===== src/hw/rtl/assert_macros.svh =====
// assertion macros shared by the colormap rtl
// no dependencies; included by the modules that check their own logic
`ifndef ASSERT_MACROS_SVH
`define ASSERT_MACROS_SVH

`ifndef ASSERT_OFF
// property that must hold on every clock edge out of reset
`define SGCM_ASSERT(lbl, clk, rst, prop) \
  lbl: assert property (@(posedge clk) disable iff (rst) (prop)) \
    else $error("sgcm assertion failed");
// antecedent implies consequent in the same cycle
`define SGCM_ASSERT_IMP(lbl, clk, rst, ante, cons) \
  lbl: assert property (@(posedge clk) disable iff (rst) (ante) |-> (cons)) \
    else $error("sgcm implication failed");
`else
`define SGCM_ASSERT(lbl, clk, rst, prop)
`define SGCM_ASSERT_IMP(lbl, clk, rst, ante, cons)
`endif

`endif


===== src/hw/rtl/sgcm_pkg.sv =====
// shared types and constants of the sonogram colormap pixel unit
// no dependencies; imported by every module of the block
package sgcm_pkg;

  // sample width and derived arithmetic widths
  localparam int SAMPLE_BITS = 16;
  localparam int OFF_W       = ((SAMPLE_BITS > 15) ? SAMPLE_BITS : 15) + 1;
  localparam int MAG_W       = OFF_W - 1;
  // reciprocal of 20, slightly low, corrected by one compare afterwards
  localparam int RECIP_W     = 16;
  localparam int RECIP_SH    = 20;
  localparam logic [RECIP_W-1:0] RECIP_20 = RECIP_W'((1 << RECIP_SH) / 20);
  localparam int PROD_W      = MAG_W + RECIP_W;
  localparam int Q_W         = PROD_W - RECIP_SH;
  localparam int TOP_W       = 12;
  localparam int IDX_W       = TOP_W - 1;
  localparam int BP_W        = 13;
  // segment length stays below 5121, so 13 bits and a 19 bit dividend
  localparam int DEN_W       = 13;
  localparam int QUO_W       = 6;
  localparam int DIV_W       = DEN_W + QUO_W;
  localparam int NUM_CELLS   = QUO_W;

  // configuration register indexes
  localparam int CFG_IDX_W = 3;
  localparam logic [CFG_IDX_W-1:0] REG_ENERGY_MIN      = 3'd0;
  localparam logic [CFG_IDX_W-1:0] REG_ENERGY_MAX      = 3'd1;
  localparam logic [CFG_IDX_W-1:0] REG_STOP_THRESHOLD  = 3'd2;
  localparam logic [CFG_IDX_W-1:0] REG_SHAPE_THRESHOLD = 3'd3;
  localparam logic [CFG_IDX_W-1:0] REG_SILENCE_ROWS_ON = 3'd4;
  localparam int CFG_DATA_W = 8;

  // reset values of the registers
  localparam logic signed [7:0] ENERGY_MIN_RST = -8'sd20;
  localparam logic signed [7:0] ENERGY_MAX_RST = 8'sd60;
  localparam logic signed [7:0] STOP_RST       = 8'sd10;
  localparam logic signed [7:0] SHAPE_RST      = 8'sd20;

  // colour constants
  localparam logic [7:0] RED_POINT      = 8'd224;
  localparam logic [7:0] GRAY_INIT_GOOD = 8'd230;
  localparam logic [7:0] GRAY_INIT_BAD  = 8'd25;
  localparam logic [7:0] GRAY_GOOD      = 8'd250;
  localparam logic [7:0] GRAY_BAD       = 8'd5;
  localparam logic [7:0] BLUE_OFFSET    = 8'd32;
  localparam logic [9:0] SILENCE_ROWS   = 10'd6;
  localparam logic [9:0] INIT_ROWS      = 10'd3;

  typedef struct packed {
    logic signed [7:0] energy_min;
    logic signed [7:0] energy_max;
    logic signed [7:0] stop_threshold;
    logic signed [7:0] shape_threshold;
    logic              silence_rows_on;
  } sgcm_cfg_t;

  // per-pixel side information carried along the divider chain
  typedef struct packed {
    logic       point;
    logic       silence;
    logic [7:0] gray;
    logic       oor;
    logic       hit;
    logic [1:0] seg;
  } sgcm_tag_t;

  // word handed from cell to cell
  typedef struct packed {
    logic [DIV_W-1:0] rem;
    logic [DIV_W-1:0] dsh;
    logic [QUO_W-1:0] quo;
    sgcm_tag_t        tag;
  } sgcm_word_t;

endpackage


===== src/hw/rtl/sgcm_front.sv =====
// front pipeline: energy index, range check and segment search
// depends on sgcm_pkg; feeds the first divider cell
module sgcm_front import sgcm_pkg::*; (
  input  logic                          clk,
  input  logic                          rst,
  input  sgcm_cfg_t                     cfg,
  input  logic                          in_valid,
  output logic                          in_stall,
  input  logic signed [SAMPLE_BITS-1:0] sample,
  input  logic                          point_flag,
  input  logic [9:0]                    row_number,
  input  logic                          good_column,
  input  logic                          good_column_initial,
  output logic                          dn_valid,
  output sgcm_word_t                    dn_word,
  input  logic                          dn_stall
);

  // stage registers
  logic                    a_valid, b_valid, c_valid, d_valid;
  logic signed [OFF_W-1:0] a_off;
  sgcm_tag_t               a_tag, b_tag, c_tag;
  logic [PROD_W-1:0]       b_prod;
  logic [MAG_W-1:0]        b_mag;
  logic                    b_neg, b_small;
  logic [IDX_W-1:0]        c_idx;
  sgcm_word_t              d_word;

  logic a_stall, b_stall, c_stall, d_stall;

  // stall chain, a stage holds only when full and blocked downstream
  assign d_stall  = d_valid & dn_stall;
  assign c_stall  = c_valid & d_stall;
  assign b_stall  = b_valid & c_stall;
  assign a_stall  = a_valid & b_stall;
  assign in_stall = a_stall;
  assign dn_valid = d_valid;
  assign dn_word  = d_word;

  // stage a: offset from the lower bound and silence row gray
  logic signed [OFF_W-1:0] samp_x, emin_x, hund;
  logic                    sil;
  logic [7:0]              gray;
  sgcm_tag_t               a_tag_next;

  always_comb begin
    samp_x = OFF_W'(sample);
    emin_x = OFF_W'(cfg.energy_min);
    hund   = (emin_x <<< 6) + (emin_x <<< 5) + (emin_x <<< 2);
    sil    = cfg.silence_rows_on && (row_number < SILENCE_ROWS);
    if (row_number < INIT_ROWS) begin
      gray = good_column_initial ? GRAY_INIT_GOOD : GRAY_INIT_BAD;
    end else begin
      gray = good_column ? GRAY_GOOD : GRAY_BAD;
    end
    a_tag_next         = '0;
    a_tag_next.point   = point_flag;
    a_tag_next.silence = sil;
    a_tag_next.gray    = gray;
  end

  always_ff @(posedge clk) begin
    if (rst) begin
      a_valid <= 1'b0;
    end else if (!a_stall) begin
      a_valid <= in_valid;
    end
  end

  always_ff @(posedge clk) begin
    if (!a_stall) begin
      a_off <= samp_x - hund;
      a_tag <= a_tag_next;
    end
  end

  // stage b: magnitude times reciprocal of 20
  logic [MAG_W-1:0] a_mag;
  assign a_mag = a_off[MAG_W-1:0];

  always_ff @(posedge clk) begin
    if (rst) begin
      b_valid <= 1'b0;
    end else if (!b_stall) begin
      b_valid <= a_valid;
    end
  end

  always_ff @(posedge clk) begin
    if (!b_stall) begin
      b_prod  <= PROD_W'(a_mag) * PROD_W'(RECIP_20);
      b_mag   <= a_mag;
      b_neg   <= a_off[OFF_W-1];
      b_small <= a_off > -OFF_W'(20);
      b_tag   <= a_tag;
    end
  end

  // stage c: quotient correction and range check
  logic [Q_W-1:0]          q0, idx;
  logic [MAG_W:0]          q20, rem20;
  logic signed [8:0]       span;
  logic signed [TOP_W-1:0] top;
  logic                    oor;
  sgcm_tag_t               c_tag_next;

  always_comb begin
    q0    = b_prod[PROD_W-1:RECIP_SH];
    q20   = ((MAG_W+1)'(q0) << 4) + ((MAG_W+1)'(q0) << 2);
    rem20 = (MAG_W+1)'(b_mag) - q20;
    idx   = (rem20 >= (MAG_W+1)'(20)) ? q0 + Q_W'(1) : q0;
    span  = 9'(cfg.energy_max) - 9'(cfg.energy_min);
    top   = (TOP_W'(span) <<< 2) + TOP_W'(span);
    if (b_neg) begin
      // offsets -19..-1 truncate to index zero, still above an inverted top
      oor = !b_small || top[TOP_W-1];
      idx = '0;
    end else begin
      oor = top[TOP_W-1] || (idx > Q_W'(top[TOP_W-2:0]));
    end
    c_tag_next     = b_tag;
    c_tag_next.oor = oor & !b_tag.silence;
  end

  always_ff @(posedge clk) begin
    if (rst) begin
      c_valid <= 1'b0;
    end else if (!c_stall) begin
      c_valid <= b_valid;
    end
  end

  always_ff @(posedge clk) begin
    if (!c_stall) begin
      c_idx <= idx[IDX_W-1:0];
      c_tag <= c_tag_next;
    end
  end

  // stage d: breakpoints, segment search and divider operands
  logic signed [BP_W-1:0] v, emin13, b1, b2, b3, b4, d2, d3, d4, lo, hi;
  logic [3:0]             inseg;
  logic                   hit;
  logic [1:0]             seg;
  logic [BP_W:0]          den_w, diff_w;
  logic [DEN_W-1:0]       den, diff;
  sgcm_word_t             d_word_next;

  always_comb begin
    v      = $signed({1'b0, c_idx, 1'b0});
    emin13 = BP_W'(cfg.energy_min);
    b1     = -((emin13 <<< 2) + emin13);
    d2     = BP_W'(cfg.stop_threshold) - emin13;
    d3     = BP_W'(cfg.shape_threshold) - emin13;
    d4     = BP_W'(cfg.energy_max) - emin13 + BP_W'(1);
    b2     = (d2 <<< 3) + (d2 <<< 1);
    b3     = (d3 <<< 3) + (d3 <<< 1);
    b4     = (d4 <<< 3) + (d4 <<< 1);
    inseg[0] = (v >= '0) && (v < b1);
    inseg[1] = (v >= b1) && (v < b2);
    inseg[2] = (v >= b2) && (v < b3);
    inseg[3] = (v >= b3) && (v < b4);
    hit = 1'b1;
    seg = 2'd0;
    lo  = '0;
    hi  = b1;
    // first segment that holds v wins
    if (inseg[0]) begin
      seg = 2'd0; lo = '0; hi = b1;
    end else if (inseg[1]) begin
      seg = 2'd1; lo = b1; hi = b2;
    end else if (inseg[2]) begin
      seg = 2'd2; lo = b2; hi = b3;
    end else if (inseg[3]) begin
      seg = 2'd3; lo = b3; hi = b4;
    end else begin
      hit = 1'b0;
    end
    den_w  = (BP_W+1)'(hi) - (BP_W+1)'(lo);
    diff_w = (BP_W+1)'(v) - (BP_W+1)'(lo);
    den    = den_w[DEN_W-1:0];
    diff   = diff_w[DEN_W-1:0];
    d_word_next         = '0;
    d_word_next.tag     = c_tag;
    d_word_next.tag.seg = seg;
    if (hit && !c_tag.oor) begin
      // rounded 32*diff/den as floor((64*diff + den) / (2*den))
      d_word_next.rem     = (DIV_W'(diff) << QUO_W) + DIV_W'(den);
      d_word_next.dsh     = DIV_W'(den) << QUO_W;
      d_word_next.tag.hit = 1'b1;
    end else begin
      d_word_next.rem     = '0;
      d_word_next.dsh     = '1;
      d_word_next.tag.hit = 1'b0;
    end
  end

  always_ff @(posedge clk) begin
    if (rst) begin
      d_valid <= 1'b0;
    end else if (!d_stall) begin
      d_valid <= c_valid;
    end
  end

  always_ff @(posedge clk) begin
    if (!d_stall) begin
      d_word <= d_word_next;
    end
  end

endmodule


===== src/hw/rtl/sgcm_div_cell.sv =====
// one restoring divider cell: settles one quotient bit per word
// depends on sgcm_pkg and assert_macros.svh; chained in the top level
`include "assert_macros.svh"
module sgcm_div_cell import sgcm_pkg::*; (
  input  logic       clk,
  input  logic       rst,
  input  logic       up_valid,
  input  sgcm_word_t up_word,
  output logic       up_stall,
  output logic       dn_valid,
  output sgcm_word_t dn_word,
  input  logic       dn_stall
);

  logic       valid;
  sgcm_word_t word;
  sgcm_word_t word_next;
  logic       ge;

  assign up_stall = valid & dn_stall;
  assign dn_valid = valid;
  assign dn_word  = word;

  // compare, subtract, shift the divisor down for the next cell
  always_comb begin
    ge            = up_word.rem >= up_word.dsh;
    word_next     = up_word;
    word_next.rem = ge ? up_word.rem - up_word.dsh : up_word.rem;
    word_next.dsh = up_word.dsh >> 1;
    word_next.quo = {up_word.quo[QUO_W-2:0], ge};
  end

  always_ff @(posedge clk) begin
    if (rst) begin
      valid <= 1'b0;
    end else if (!up_stall) begin
      valid <= up_valid;
    end
  end

  always_ff @(posedge clk) begin
    if (!up_stall) begin
      word <= word_next;
    end
  end

  // partial remainder always below twice the shifted divisor
  logic [DIV_W:0] rem_x, dsh2;
  assign rem_x = (DIV_W+1)'(up_word.rem);
  assign dsh2  = (DIV_W+1)'(up_word.dsh) << 1;

  `SGCM_ASSERT_IMP(a_rem_bound, clk, rst, up_valid, rem_x < dsh2)
  `SGCM_ASSERT_IMP(a_miss_no_quo, clk, rst, valid && !word.tag.hit, word.quo == '0)

endmodule


===== src/hw/rtl/sonogram_colormap_pixel_unit.sv =====
// sonogram colormap pixel unit: sample to rgb through a piecewise linear scale
// depends on sgcm_pkg, sgcm_front, sgcm_div_cell and assert_macros.svh
//
// usage:
//   input channel in_valid / in_stall carries one pixel word per accept:
//   sample, point_flag, row_number, good_column, good_column_initial.
//   output channel out_valid / out_stall returns one colour word per pixel
//   (red, green, blue, out_of_range), in order of arrival.
//   configuration: cfg_we writes cfg_data into register cfg_index
//   (0 energy_min, 1 energy_max, 2 stop_threshold, 3 shape_threshold,
//   4 silence_rows_on); write only while no pixel is in flight.
// timing:
//   an accepted pixel passes four front stages, six divider cells
//   (one quotient bit each) and the output register, which drives out_valid.
//   throughput is one pixel per clock unless out_stall holds the pipeline.
// reset: rst clears all pipeline valids and loads the register defaults.
// stall: out_stall holds the output word; the pipeline keeps filling its
//   empty stages and raises in_stall only when every stage is full.
`include "assert_macros.svh"
module sonogram_colormap_pixel_unit import sgcm_pkg::*; (
  input  logic                          clk,
  input  logic                          rst,
  input  logic                          cfg_we,
  input  logic [CFG_IDX_W-1:0]          cfg_index,
  input  logic [CFG_DATA_W-1:0]         cfg_data,
  input  logic                          in_valid,
  output logic                          in_stall,
  input  logic signed [SAMPLE_BITS-1:0] sample,
  input  logic                          point_flag,
  input  logic [9:0]                    row_number,
  input  logic                          good_column,
  input  logic                          good_column_initial,
  output logic                          out_valid,
  input  logic                          out_stall,
  output logic [7:0]                    red,
  output logic [7:0]                    green,
  output logic [7:0]                    blue,
  output logic                          out_of_range
);

  // configuration registers
  sgcm_cfg_t cfg;

  always_ff @(posedge clk) begin
    if (rst) begin
      cfg.energy_min      <= ENERGY_MIN_RST;
      cfg.energy_max      <= ENERGY_MAX_RST;
      cfg.stop_threshold  <= STOP_RST;
      cfg.shape_threshold <= SHAPE_RST;
      cfg.silence_rows_on <= 1'b0;
    end else if (cfg_we) begin
      case (cfg_index)
        REG_ENERGY_MIN:      cfg.energy_min      <= $signed(cfg_data);
        REG_ENERGY_MAX:      cfg.energy_max      <= $signed(cfg_data);
        REG_STOP_THRESHOLD:  cfg.stop_threshold  <= $signed(cfg_data);
        REG_SHAPE_THRESHOLD: cfg.shape_threshold <= $signed(cfg_data);
        REG_SILENCE_ROWS_ON: cfg.silence_rows_on <= cfg_data[0];
        default: ;
      endcase
    end
  end

  // chain links: link i feeds cell i, link NUM_CELLS feeds the output
  logic       cv [0:NUM_CELLS];
  sgcm_word_t cw [0:NUM_CELLS];
  logic       cs [0:NUM_CELLS];
  logic       o_stall;

  sgcm_front u_front (
    .clk                 (clk),
    .rst                 (rst),
    .cfg                 (cfg),
    .in_valid            (in_valid),
    .in_stall            (in_stall),
    .sample              (sample),
    .point_flag          (point_flag),
    .row_number          (row_number),
    .good_column         (good_column),
    .good_column_initial (good_column_initial),
    .dn_valid            (cv[0]),
    .dn_word             (cw[0]),
    .dn_stall            (cs[0])
  );

  // row of divider cells, msb of the rounded fraction first
  for (genvar i = 0; i < NUM_CELLS; i++) begin : g_cell
    sgcm_div_cell u_cell (
      .clk      (clk),
      .rst      (rst),
      .up_valid (cv[i]),
      .up_word  (cw[i]),
      .up_stall (cs[i]),
      .dn_valid (cv[i+1]),
      .dn_word  (cw[i+1]),
      .dn_stall (cs[i+1])
    );
  end

  assign o_stall        = out_valid & out_stall;
  assign cs[NUM_CELLS]  = o_stall;

  // colour assembly
  sgcm_word_t lw;
  logic [7:0] r_next, g_next, b_next;
  logic       oor_next;

  always_comb begin
    lw       = cw[NUM_CELLS];
    r_next   = lw.tag.point ? RED_POINT : 8'd0;
    g_next   = 8'd0;
    b_next   = 8'd0;
    oor_next = lw.tag.oor;
    if (lw.tag.silence) begin
      r_next   = lw.tag.gray;
      g_next   = lw.tag.gray;
      b_next   = lw.tag.gray;
      oor_next = 1'b0;
    end else if (lw.tag.hit) begin
      g_next = {1'b0, lw.tag.seg, 5'd0} + 8'(lw.quo);
      b_next = g_next + BLUE_OFFSET;
    end
  end

  // output register
  always_ff @(posedge clk) begin
    if (rst) begin
      out_valid <= 1'b0;
    end else if (!o_stall) begin
      out_valid <= cv[NUM_CELLS];
    end
  end

  always_ff @(posedge clk) begin
    if (!o_stall) begin
      red          <= r_next;
      green        <= g_next;
      blue         <= b_next;
      out_of_range <= oor_next;
    end
  end

  `SGCM_ASSERT_IMP(a_stall_only_full, clk, rst, in_stall, out_valid && out_stall)
  `SGCM_ASSERT_IMP(a_oor_black, clk, rst, out_valid && out_of_range, green == 8'd0 && blue == 8'd0)
  `SGCM_ASSERT(a_gray_equal, clk, rst, !(out_valid && red != RED_POINT && red != 8'd0) || (red == green && green == blue))

endmodule


===== config.mk =====
export PLATFORM = sky130hd
export DESIGN_NAME = sonogram_colormap_pixel_unit
export DESIGN_NICKNAME = d
export VERILOG_FILES = /design/src/hw/rtl/sgcm_pkg.sv /design/src/hw/rtl/sgcm_front.sv /design/src/hw/rtl/sgcm_div_cell.sv /design/src/hw/rtl/sonogram_colormap_pixel_unit.sv
export VERILOG_INCLUDE_DIRS = /design/src /design/src/hw/rtl
export SDC_FILE = /design/constraint.sdc
export NUM_CORES = 1
export LEC_CHECK = 0
export ABC_CLOCK_PERIOD_IN_PS = 10350
export BUFFER_PORTS_ARGS = -buffer_cell sky130_fd_sc_hd__clkbuf_2
export CORE_ASPECT_RATIO = 0.9
export CORE_MARGIN = 1.5
export CORE_UTILIZATION = 40
export CTS_CLUSTER_DIAMETER = 40
export DETAILED_ROUTE_END_ITERATION = 10
export GPL_TIMING_DRIVEN = 0
export PLACE_DENSITY_LB_ADDON = 0.12
export SLEW_MARGIN = 20
export SYNTH_ARGS = -nofsm -noshare
export SYNTH_HDL_FRONTEND = slang
export SYNTH_SLANG_ARGS = --single-unit

===== constraint.sdc =====
create_clock -name clk -period 10.35 [get_ports clk]
set_clock_uncertainty 0.05 [all_clocks]
set_input_delay 1.035 -clock clk [delete_from_list [all_inputs] [get_ports clk]]
set_output_delay 1.035 -clock clk [all_outputs]
set_load 0.02 [all_outputs]

Yosys cells after proc, flatten, opt, wreduce, memory -nomap -nowiden
Cells that the tools add are included.

word-level totals
  output and inout port bits = 27
  logic and storage cells = 210
  flip-flop bits (word level) = 508
  input port bits = 45

operators by class
  equality and inequality tests = 4
  multiply operators = 1
  reduce and logical (&&, ||, !) cells = 17
  muxes and demuxes = 33
  magnitude comparators = 18
  bitwise logic cells = 12
  add/subtract/negate cells = 27

operator list
  kind                                                                number
  two-way mux 13 bit                                                  8
  two-way mux 19 bit                                                  5
  two-way mux 8 bit                                                   9
  < comparator 13 bit                                                 4
  adder 13 bit                                                        3
  greater-or-equal comparator 13 bit                                  3
  subtractor 8 x 8 -> 9 bit                                           4
  subtractor 16 x 17 -> 17 bit                                        2
  multiplier 16 x 14 -> 30 bit, second input constant                 1
  subtractor 13 bit                                                   2
  adder 19 x 13 -> 19 bit                                             1
  greater-or-equal comparator 19 x 14 -> 1 bit                        1
  greater-or-equal comparator 19 x 15 -> 1 bit                        1
  greater-or-equal comparator 19 x 16 -> 1 bit                        1
  greater-or-equal comparator 19 x 17 -> 1 bit                        1
  greater-or-equal comparator 19 x 18 -> 1 bit                        1
  greater-or-equal comparator 19 bit                                  1
  subtractor 19 x 15 -> 19 bit                                        1
  subtractor 19 x 16 -> 19 bit                                        1
  subtractor 19 x 17 -> 19 bit                                        1
  subtractor 19 x 18 -> 19 bit                                        1
  subtractor 19 bit                                                   1
  adder 16 x 14 -> 17 bit                                             1
  greater-or-equal comparator 17 x 5 -> 1 bit, second input constant  1
  27 further kinds                                                    57

Longest topological paths before layout
Gate-level depths: netlist of the first run.

  word-level depth = 11
  gate-level depth with buffers = 43
  mapped depth without buffers = 42

Modules after synthesis
Synthesis of the first run repeated with hierarchy kept, for this count alone.

second synthesis, totals
  cells, all modules = 3441
  area, all modules = 37802.5 um^2

modules (own cells, without submodules)
  module                                 times used  sequential area each (um^2)  cells an instance  area an instance (um^2)
  sgcm_front                             1           3623.5                       1712               16369.4
  sgcm_div_cell at g_cell[0].u_cell ...  4           1731.7                       257                3163.0
  sgcm_div_cell at g_cell[1].u_cell ...  2           1731.7                       253                3248.1
  sonogram_colormap_pixel_unit           1           1281.2                       195                2284.7

Least setup slack after synthesis of the first run
Ideal clock, no wire load.

  path kind = register to register
  start point = register cfg[26] (netlist name)
  end point = register u_front.d_word, in the netlist u_front.dn_word[57], data pin
  path slack = 0.814 ns
  data required time = 10.026 ns
  arrival = 9.212 ns
  cell stages (with the launch flop) = 36
  buffers on the path = 2
  clock period less this slack = 9.536 ns
  library setup time = 0.274 ns
  path through = dfxtp_1 inv_1 fa_1 xor2_1 nand3_1 or4b_1 or4b_1 buf_2 xnor2_1 ha_1 a21oi_1 o31a_1 xor2_1 ha_1 nor2b_1 a2111oi_0 o211a_1 o21ai_1 buf_2 o311ai_0 o21ai_0 o22a_1 fa_1 a21o_1 a21oi_1 o21bai_1 a2111oi_0 nor2_1 xnor2_1 ha_1 nor2b_1 nor2_1 a311oi_1 o311ai_0 a2111oi_0 mux2i_1

between the ends
  longest elaborated chain between the ends = 11
  elaborated cells between the ends (all ways) = 35
  those cells by class = add/sub (12); order compare (7); mux (12); reduce/logical (4)

ends and longest elaborated chain
  what                       line               source
  subtractor 8 x 8 -> 9 bit  sgcm_front.sv:155  d4 = BP_W'(cfg.energy_max) - emin13 + BP_W'(1);
  adder 12 x 2 -> 12 bit     sgcm_front.sv:155
  adder 13 bit               sgcm_front.sv:158  b4 = (d4 <<< 3) + (d4 <<< 1);
  < comparator 13 bit        sgcm_front.sv:162  inseg[3] = (v >= b3) && (v < b4);
  logical AND 1 bit          sgcm_front.sv:162
  two-way mux 13 bit         sgcm_front.sv:174  end else if (inseg[3]) begin
  two-way mux 13 bit         sgcm_front.sv:172  end else if (inseg[2]) begin
  two-way mux 13 bit         sgcm_front.sv:170  end else if (inseg[1]) begin
  two-way mux 13 bit         sgcm_front.sv:168  if (inseg[0]) begin
  subtractor 13 bit *        sgcm_front.sv:179  den_w = (BP_W+1)'(hi) - (BP_W+1)'(lo);
  via u_front.den_w[8]       sgcm_front.sv:145  logic [BP_W:0] den_w, diff_w;
  adder 19 x 13 -> 19 bit *  sgcm_front.sv:188  d_word_next.rem = (DIV_W'(diff) << QUO_W) + DIV_W'(den);
  end signal: assignment     sgcm_front.sv:208  d_word <= d_word_next;
  end: declaration           sgcm_front.sv:27   sgcm_word_t d_word;

Mark *: on every way through the listed nets, which the timed path passes. The rest lies on a longest branch.
A chain may end at the register's enable or synchronous reset.

Worst setup path after layout of the first run
  start point = register cfg[26] (netlist name)
  end point = register u_front.d_word, in the netlist u_front.dn_word[56], data pin

between the ends
  longest elaborated chain between the ends = 11
  elaborated cells between the ends (all ways) = 35
  those cells by class = add/sub (12); order compare (7); mux (12); reduce/logical (4)

ends and longest elaborated chain
  what                       line
  subtractor 8 x 8 -> 9 bit  sgcm_front.sv:155
  adder 12 x 2 -> 12 bit     sgcm_front.sv:155
  adder 13 bit               sgcm_front.sv:158
  < comparator 13 bit        sgcm_front.sv:162
  logical AND 1 bit          sgcm_front.sv:162
  two-way mux 13 bit         sgcm_front.sv:174
  two-way mux 13 bit         sgcm_front.sv:172
  two-way mux 13 bit         sgcm_front.sv:170
  two-way mux 13 bit         sgcm_front.sv:168
  subtractor 13 bit *        sgcm_front.sv:179
  via u_front.den_w[8]       sgcm_front.sv:145
  adder 19 x 13 -> 19 bit *  sgcm_front.sv:188

Marked as above.

==> results of run 1 <==
## layer usage
| metal | global-route usage (%) | wire length [um] | part of all wire [%] | up-vias |
|---|---|---|---|---|
| li1 | - | - | - | 11200 |
| met1 | 24.8 | 35300 | 46 | 10700 |
| met2 | 33.0 | 35700 | 47 | 423 |
| met3 | 2.56 | 2880 | 3.8 | 137 |
| met4 | 5.98 | 2080 | 2.7 | 0 |
| met5 | 0 | 0 | 0 | - |
## kinds of logic (layout without fill, tap and decap cells)
| logic type | after synthesis | in the layout | share of synthesized area (%) |
|---|---|---|---|
| xor+xnor | 155 | 155 | 4.36 |
| simple gates | 764 | 764 | 11.9 |
| fa+ha+maj | 518 | 518 | 23.0 |
| buf+inv | 406 | 637 | 4.97 |
| flops | 425 | 425 | 39.2 |
| compound gates | 624 | 624 | 13.1 |
| mux | 99 | 99 | 3.42 |
## worst max-delay path by stage
stage / endpoint / slack (ns)
after floorplan: u_front.dn_word[57] / 0.81
final: u_front.dn_word[56] / 0.54
after global routing: u_front.dn_word[51] / 0.02
after global placement: u_front.dn_word[57] / -1.63
after CTS: u_front.dn_word[56] / 0.02
after detailed placement: u_front.dn_word[57] / -1.61
## state kept, by name (all words and copies together), names as in the netlist, 3 cells and up
register                count
blue                        3
g_cell.u_cell.dn_valid      6
u_front.a_off              17
u_front.b_mag              14
green                       8
red                         5
u_front.c_tag               7
u_front.b_prod             12
cfg                        33
u_front.b_tag               6
u_front.a_tag               6
u_front.c_idx              11
u_front.dn_word            43
g_cell.u_cell.dn_word     246
## Yosys cell counts (35+ instances only)
master    number  area, sq um
nand4_1       42          263
nor3_1        59          295
fa_1         101         2020
inv_1        351         1320
mux2_2        67          754
ha_1         416         5200
nor2_1       217          815
o21a_1        47          353
dfxtp_1       44          881
nand2_1      187          702
nor2b_1       49          307
xor2_1        40          350
edfxtp_1     381        11400
xnor2_1      114          998
a21oi_1      180          901
o21ai_0      106          531
nand3_1       36          180
a21o_1        56          420
clkbuf_1      35          131
## final cells by class
type                    count  area share [%]
plain buffers              52           0.648
clock inverters            48            2.00
repair buffers             94            1.71
flip-flops and latches    425            34.0
well taps                1039            3.58
multi-input cells        2160            49.1
inverters                 354            3.67
clock buffers              89            5.28
## through the flow
| stage | TNS (ns) | util, % | setup WS, ns | hold slack (ns) | instance area [sq um] |
|---|---|---|---|---|---|
| after floorplan | 0 | - | 0.814 | 0.350 | 31400 |
| after global placement | -11.24 | 42.5 | -1.63 | 0.352 | 33100 |
| after detailed placement | -11.04 | 42.8 | -1.61 | 0.355 | 33300 |
| after CTS | 0 | 46.4 | 0.0193 | 0.348 | 36100 |
| after global routing | 0 | 46.7 | 0.0239 | 0.355 | 36300 |
| final | 0 | 46.7 | 0.538 | 0.353 | 36300 |
## what timing repair did
item	in CTS	in global routing
hold buffers	0	0
setup buffers	2	12
setup endpoints to repair	12	9
gates resized for setup	30	27
pin swaps	2	10
==> summary.txt, run 1 <==
Placed design
  – # placed instances: 4110
  – Routability congestion estimate: 0.877
  – Dpl hpwl: 61.6 mm
  – Port buffer count: 70

STA
  – Achievable Freq: 102 MHz
  – Period utilization: 94.8%
  – Final-report max-slew violation count: 0
  – RSZ-0062 raised after global routing: false
  – Worst-margin pin slew: 0.938 ns
  – # setup viols final: 0
  – Hold Vio Cnt, Final: 0
  – Rel. slew slack: 36.7%
  – Post-layout min period: 9.81 ns

Finish
  – Share of layout cells above drive strength 1: 11.4%
  – Multi-input logic area: 17800 sq um
  – Fillers: 7101
  – # diodes: 0
  – Non-filler instance count after layout: 4261
  – Commonest non-fill, non-tap cell in the layout: ha_1
  – Nets@finish: 3723
  – Sequential Area: 12300 sq um
  – Most frequent cells in the layout: ha_1 (416), edfxtp_1 (381), inv_1 (347), nor2_1 (215), nand2_1 (185)
  – P&R area growth vs syn: 15.5%

Worst setup path
  – Slowest Stage Delay on Critical Path: 0.50 ns
  – Cell count of the worst reg-to-reg path: 36
  – R2r setup slk: 0.54 ns
  – WP buf/inv: 3
  – WP data required: 10.63 ns
  – Critical Path AT: 10.09 ns
  – CP endpoint kind: flip-flop
  – CP top delay family: compound AO/OA/AOI/OAI gates
  – Kind of critical path: flip-flop to flip-flop
  – Critical path startpoint: cfg[26]
  – Reg2reg start: cfg[26]
  – Startpoint Class: flip-flop
  – Reg2reg end: u_front.dn_word[56]
  – CP max-delay cell: or4b_1
  – Stages on worst setup path: 36
  – Crit Path Max Fanout: 6

Clock network
  – Clk pin slew, worst setup/hold paths: 0.05 ns
  – TritonCTS Buffers: 74
  – CTS tree: done
  – Clock Sinks: 425
  – Max Root-Sink Buffers: 3
  – Root Driver: clkbuf_16
  – CTS H-Tree Depth: 3
  – Clock Latency Late Sink: 0.61 ns

Outcome
  – Status: complete, no violations

Synthesis
  – Sequential area share after synthesis: 39.2%
  – Post-synth cell types: 85
  – Top_reg_cell synth: edfxtp_1
  – Synth Register Bits: 425
  – Synth warn: 0
  – Syn Nets: 3553
  – Post-synthesis area per instance: 10.5 sq um
  – Synthesized cell area: 31400 sq um
  – Cells after Synth: 2991
  – Asr flop ratio synth: 0%
  – Post-synth EDFFs: 381

Floorplanning
  – I/O Pins: 72
  – Rows: 97
  – Area of the core: 77800 sq um
  – Die Y: 269 um
  – Initial Utilization: 40.4%
  – DIE AREA: 80300 sq um
  – Die Wd: 298 um

Global routing
  – Number of global-route vias before repair: 22.9k
  – First-pass GRT wire length: 122 mm
  – Congestion Overflow GR: 0
  – Antenna violations before repair: 3
  – Largest net degree at the start of global routing: 47
  – Total Routing Usage GR: 19.1%

Detailed routing
  – Residual DRC: 0
  – Via count: 22.5k
  – Iteration-0 DRC Markers: 1112
  – Via-per-instance ratio: 5.27
  – DRT antenna net count: 0
  – Pre-Repair DR Iteration Count: 5
  – Final WL: 76.0 mm
  – Wirelength per Cell: 17.8 um

Min path
  – Worst min path class: flip-flop to flip-flop
  – Hold Path Stages: 0
  – Hold EP: g_cell[5].u_cell.dn_word[3]
  – Hold Crit Start: g_cell[4].u_cell.dn_word[3]

Flow run
  – # Max-Cap Violations: 0
Power of run 1 is not shown: default switching activity piles up to over one toggle a cycle in this logic, so the estimate is an artifact.
==> run 2: changes to the inputs <==
--- a/config.mk
+++ b/config.mk
@@ -7,7 +7,7 @@
 export NUM_CORES = 1
 export LEC_CHECK = 0
 export ABC_CLOCK_PERIOD_IN_PS = 10350
-export BUFFER_PORTS_ARGS = -buffer_cell sky130_fd_sc_hd__clkbuf_2
+export BUFFER_PORTS_ARGS = -buffer_cell sky130_fd_sc_hd__buf_2
 export CORE_ASPECT_RATIO = 0.9
 export CORE_MARGIN = 1.5
 export CORE_UTILIZATION = 40
==> run 2 against run 1 <==
Cell area fell by 0.58%. Via count up 0.57%. Core utilization down 0.27 points. Global-route usage is 0.11 points higher. Register-to-register slack improved by 0.04 ns. Wire length increased by 0.80%. Fmax grew 0.43%. Cell count is 0.23% lower. Die area is the same. Count of clock-buffer cells in the layout down 14. First-iteration DRC count is 10% lower. Critical path type unchanged.
==> summary.txt, run 2 (synthesized netlist as in run 1, its figures left out) <==
Finish
  – Fillers: 7115 (+0.20%)
  – Nets@finish: 3717 (-0.16%)
  – # diodes: 0 (unchanged)
  – Most frequent cells in the layout: ha_1 (416), edfxtp_1 (381), inv_1 (348), nor2_1 (217), nand2_1 (185)
  – Largest register FFs: 246 (unchanged)
  – Commonest non-fill, non-tap cell in the layout: ha_1
  – P&R area growth vs syn: 14.8%
  – Share of layout cells above drive strength 1: 11.3% (-0.058 points)

Worst setup path
  – Reg2reg end: u_front.dn_word[56]
  – Reg2reg start: cfg[25]
  – CP Capture Point: u_front.dn_word[56]
  – Startpoint Class: flip-flop
  – Most used cell, CP: ha_1
  – WP data required: 10.64 ns (about the same)
  – Crit Path Max Fanout: 11 (+5)
  – Kind of critical path: flip-flop to flip-flop
  – CP endpoint kind: flip-flop
  – Critical Path AT: 10.06 ns (-0.03 ns)
  – Slowest Stage Delay on Critical Path: 0.51 ns (about the same)
  – R2r setup slk: 0.58 ns (+0.04 ns)
  – Cell count of the worst reg-to-reg path: 38 (+5.6%)
  – CP max-delay cell: or4b_1
  – Critical path startpoint: cfg[25]

Floorplanning
  – Die Wd: 298 um (unchanged)
  – I/O Pins: 72 (unchanged)
  – Die Y: 269 um (unchanged)
  – Area of the core: 77800 sq um (unchanged)
  – Rows: 97 (unchanged)
  – DIE AREA: 80300 sq um (unchanged)
  – Initial Utilization: 40.4% (unchanged)

Clock network
  – Max Root-Sink Buffers: 3 (unchanged)
  – Hold-fix buffers at CTS: 0 (unchanged)
  – TritonCTS Buffers: 72 (-2.7%)
  – CTS tree: done
  – Clock Sinks: 425 (unchanged)
  – Clock Latency Late Sink: 0.63 ns (+0.02 ns)
  – CTS H-Tree Depth: 3 (unchanged)
  – Root Driver: clkbuf_16
  – Clk pin slew, worst setup/hold paths: 0.06 ns (about the same)

STA
  – RSZ-0062 raised after global routing: false
  – Rel. slew slack: 27.5% (-9.2 points)
  – Worst Hold Slack: 0.323 ns (-0.0305 ns)
  – Final-report max-slew violation count: 0 (unchanged)
  – Period utilization: 94.4% (-0.41 points)
  – # setup viols final: 0 (unchanged)
  – Worst-margin pin slew: 1.06 ns (+0.122 ns)
  – Hold Vio Cnt, Final: 0 (unchanged)
  – Achievable Freq: 102 MHz (+0.43%)
  – Post-layout min period: 9.77 ns (-0.0423 ns)
  – Setup ws final: 0.581 ns (+0.0423 ns)

Global routing
  – Total Routing Usage GR: 19.2% (+0.11 points)
  – Largest net degree at the start of global routing: 47 (unchanged)
  – Antenna violations before repair: 2 (-1)
  – Number of global-route vias before repair: 23.1k (+0.76%)
  – Congestion Overflow GR: 0 (unchanged)
  – First-pass GRT wire length: 122 mm (+0.39%)

Placed design
  – Port buffer count: 70 (unchanged)
  – Dpl hpwl: 61.9 mm (+0.44%)
  – Dpl ws: -1.51 ns (+0.106 ns)
  – Routability congestion estimate: 0.885 (+0.89%)

Min path
  – Worst min path class: flip-flop to flip-flop

Outcome
  – Status: complete, no violations

Detailed routing
  – Residual DRC: 0 (unchanged)
  – Via count: 22.6k (+0.57%)
  – Final WL: 76.6 mm (+0.80%)
  – Pre-Repair DR Iteration Count: 5 (unchanged)
  – Wirelength per Cell: 18.0 um (+1.0%)
  – Iteration-0 DRC Markers: 996 (-10%)
  – DRT antenna net count: 0 (unchanged)
  – Via-per-instance ratio: 5.31 (+0.81%)

Flow run
  – # Max-Cap Violations: 0 (unchanged)
run 2: cell count changes in the layout (fill, tap and decap cells not counted), moves of 3 or more:
| cell | delta |
|---|---|
| clkbuf_2 | -70 |
| bufinv_16 | -3 |
| clkinv_2 | +9 |
| clkbuf_1 | -11 |
| buf_4 | -4 |
| buf_2 | +70 |
run 2: worst min path at each step:
stage                                startpoint                           to  slack [ns]  cells past startpoint
global route        g_cell[1].u_cell.dn_word[1]  g_cell[2].u_cell.dn_word[1]        0.33                      0
detailed placement  g_cell[0].u_cell.dn_word[1]  g_cell[1].u_cell.dn_word[1]        0.35                      0
finish              g_cell[1].u_cell.dn_word[1]  g_cell[2].u_cell.dn_word[1]        0.32                      0
floorplan                    u_front.dn_word[0]  g_cell[0].u_cell.dn_word[0]        0.35                      0
CTS                 g_cell[1].u_cell.dn_word[1]  g_cell[2].u_cell.dn_word[1]        0.32                      0
global placement              u_front.c_tag[12]          u_front.dn_word[12]        0.35                      0
run 2: worst max-delay path: cells and delay by family, from the launching register on:
family / cells / cell delay (ns)
compound gates: 20 / 4.25
fa+ha+maj: 6 / 2.11
simple gates: 4 / 1.27
xor+xnor: 4 / 0.60
flops: 1 / 0.45
buf+inv: 3 / 0.44
mux: 1 / 0.36
run 2: per-layer routing:
| metal | GRT usage, % | routed length [um] | part of all wire (%) | vias to the layer above |
|---|---|---|---|---|
| met5 | 0 | 0 | 0 | - |
| met4 | 6.89 | 2430 | 3.2 | 0 |
| met3 | 3.21 | 3320 | 4.3 | 151 |
| met2 | 33.1 | 36200 | 47 | 459 |
| met1 | 24.3 | 34600 | 45 | 10800 |
| li1 | - | - | - | 11100 |
run 2: area by class of cell:
cell class,count,area (sq um),share of cell area (%)
inverter,354,1330,3.69
timing repair buffer,90,586,1.62
tap,1039,1300,3.60
clock inverter,56,703,1.95
multi-input combinational,2160,17800,49.3
buffer,52,235,0.652
clock buffer,75,1810,5.02
sequential,425,12300,34.2
run 2: repair_timing:
item,in CTS,in global routing
setup buffers,4,6
pin swaps,2,9
setup endpoints to repair,12,9
gates resized for setup,26,25
run 2: through the flow:
stage	cells	cell area [sq um]	utilization [%]	TNS, ns
5_1_grt	4251	36100	46.4	0
4_1_cts	4245	35900	46.2	0
3_3_place_gp	4100	33100	42.5	-8.95
2_1_floorplan	2991	31400	-	0
6_report	4251	36100	46.4	0
3_5_place_dp	4110	33300	42.8	-9.55
Power of run 2 is left out for the same reason.
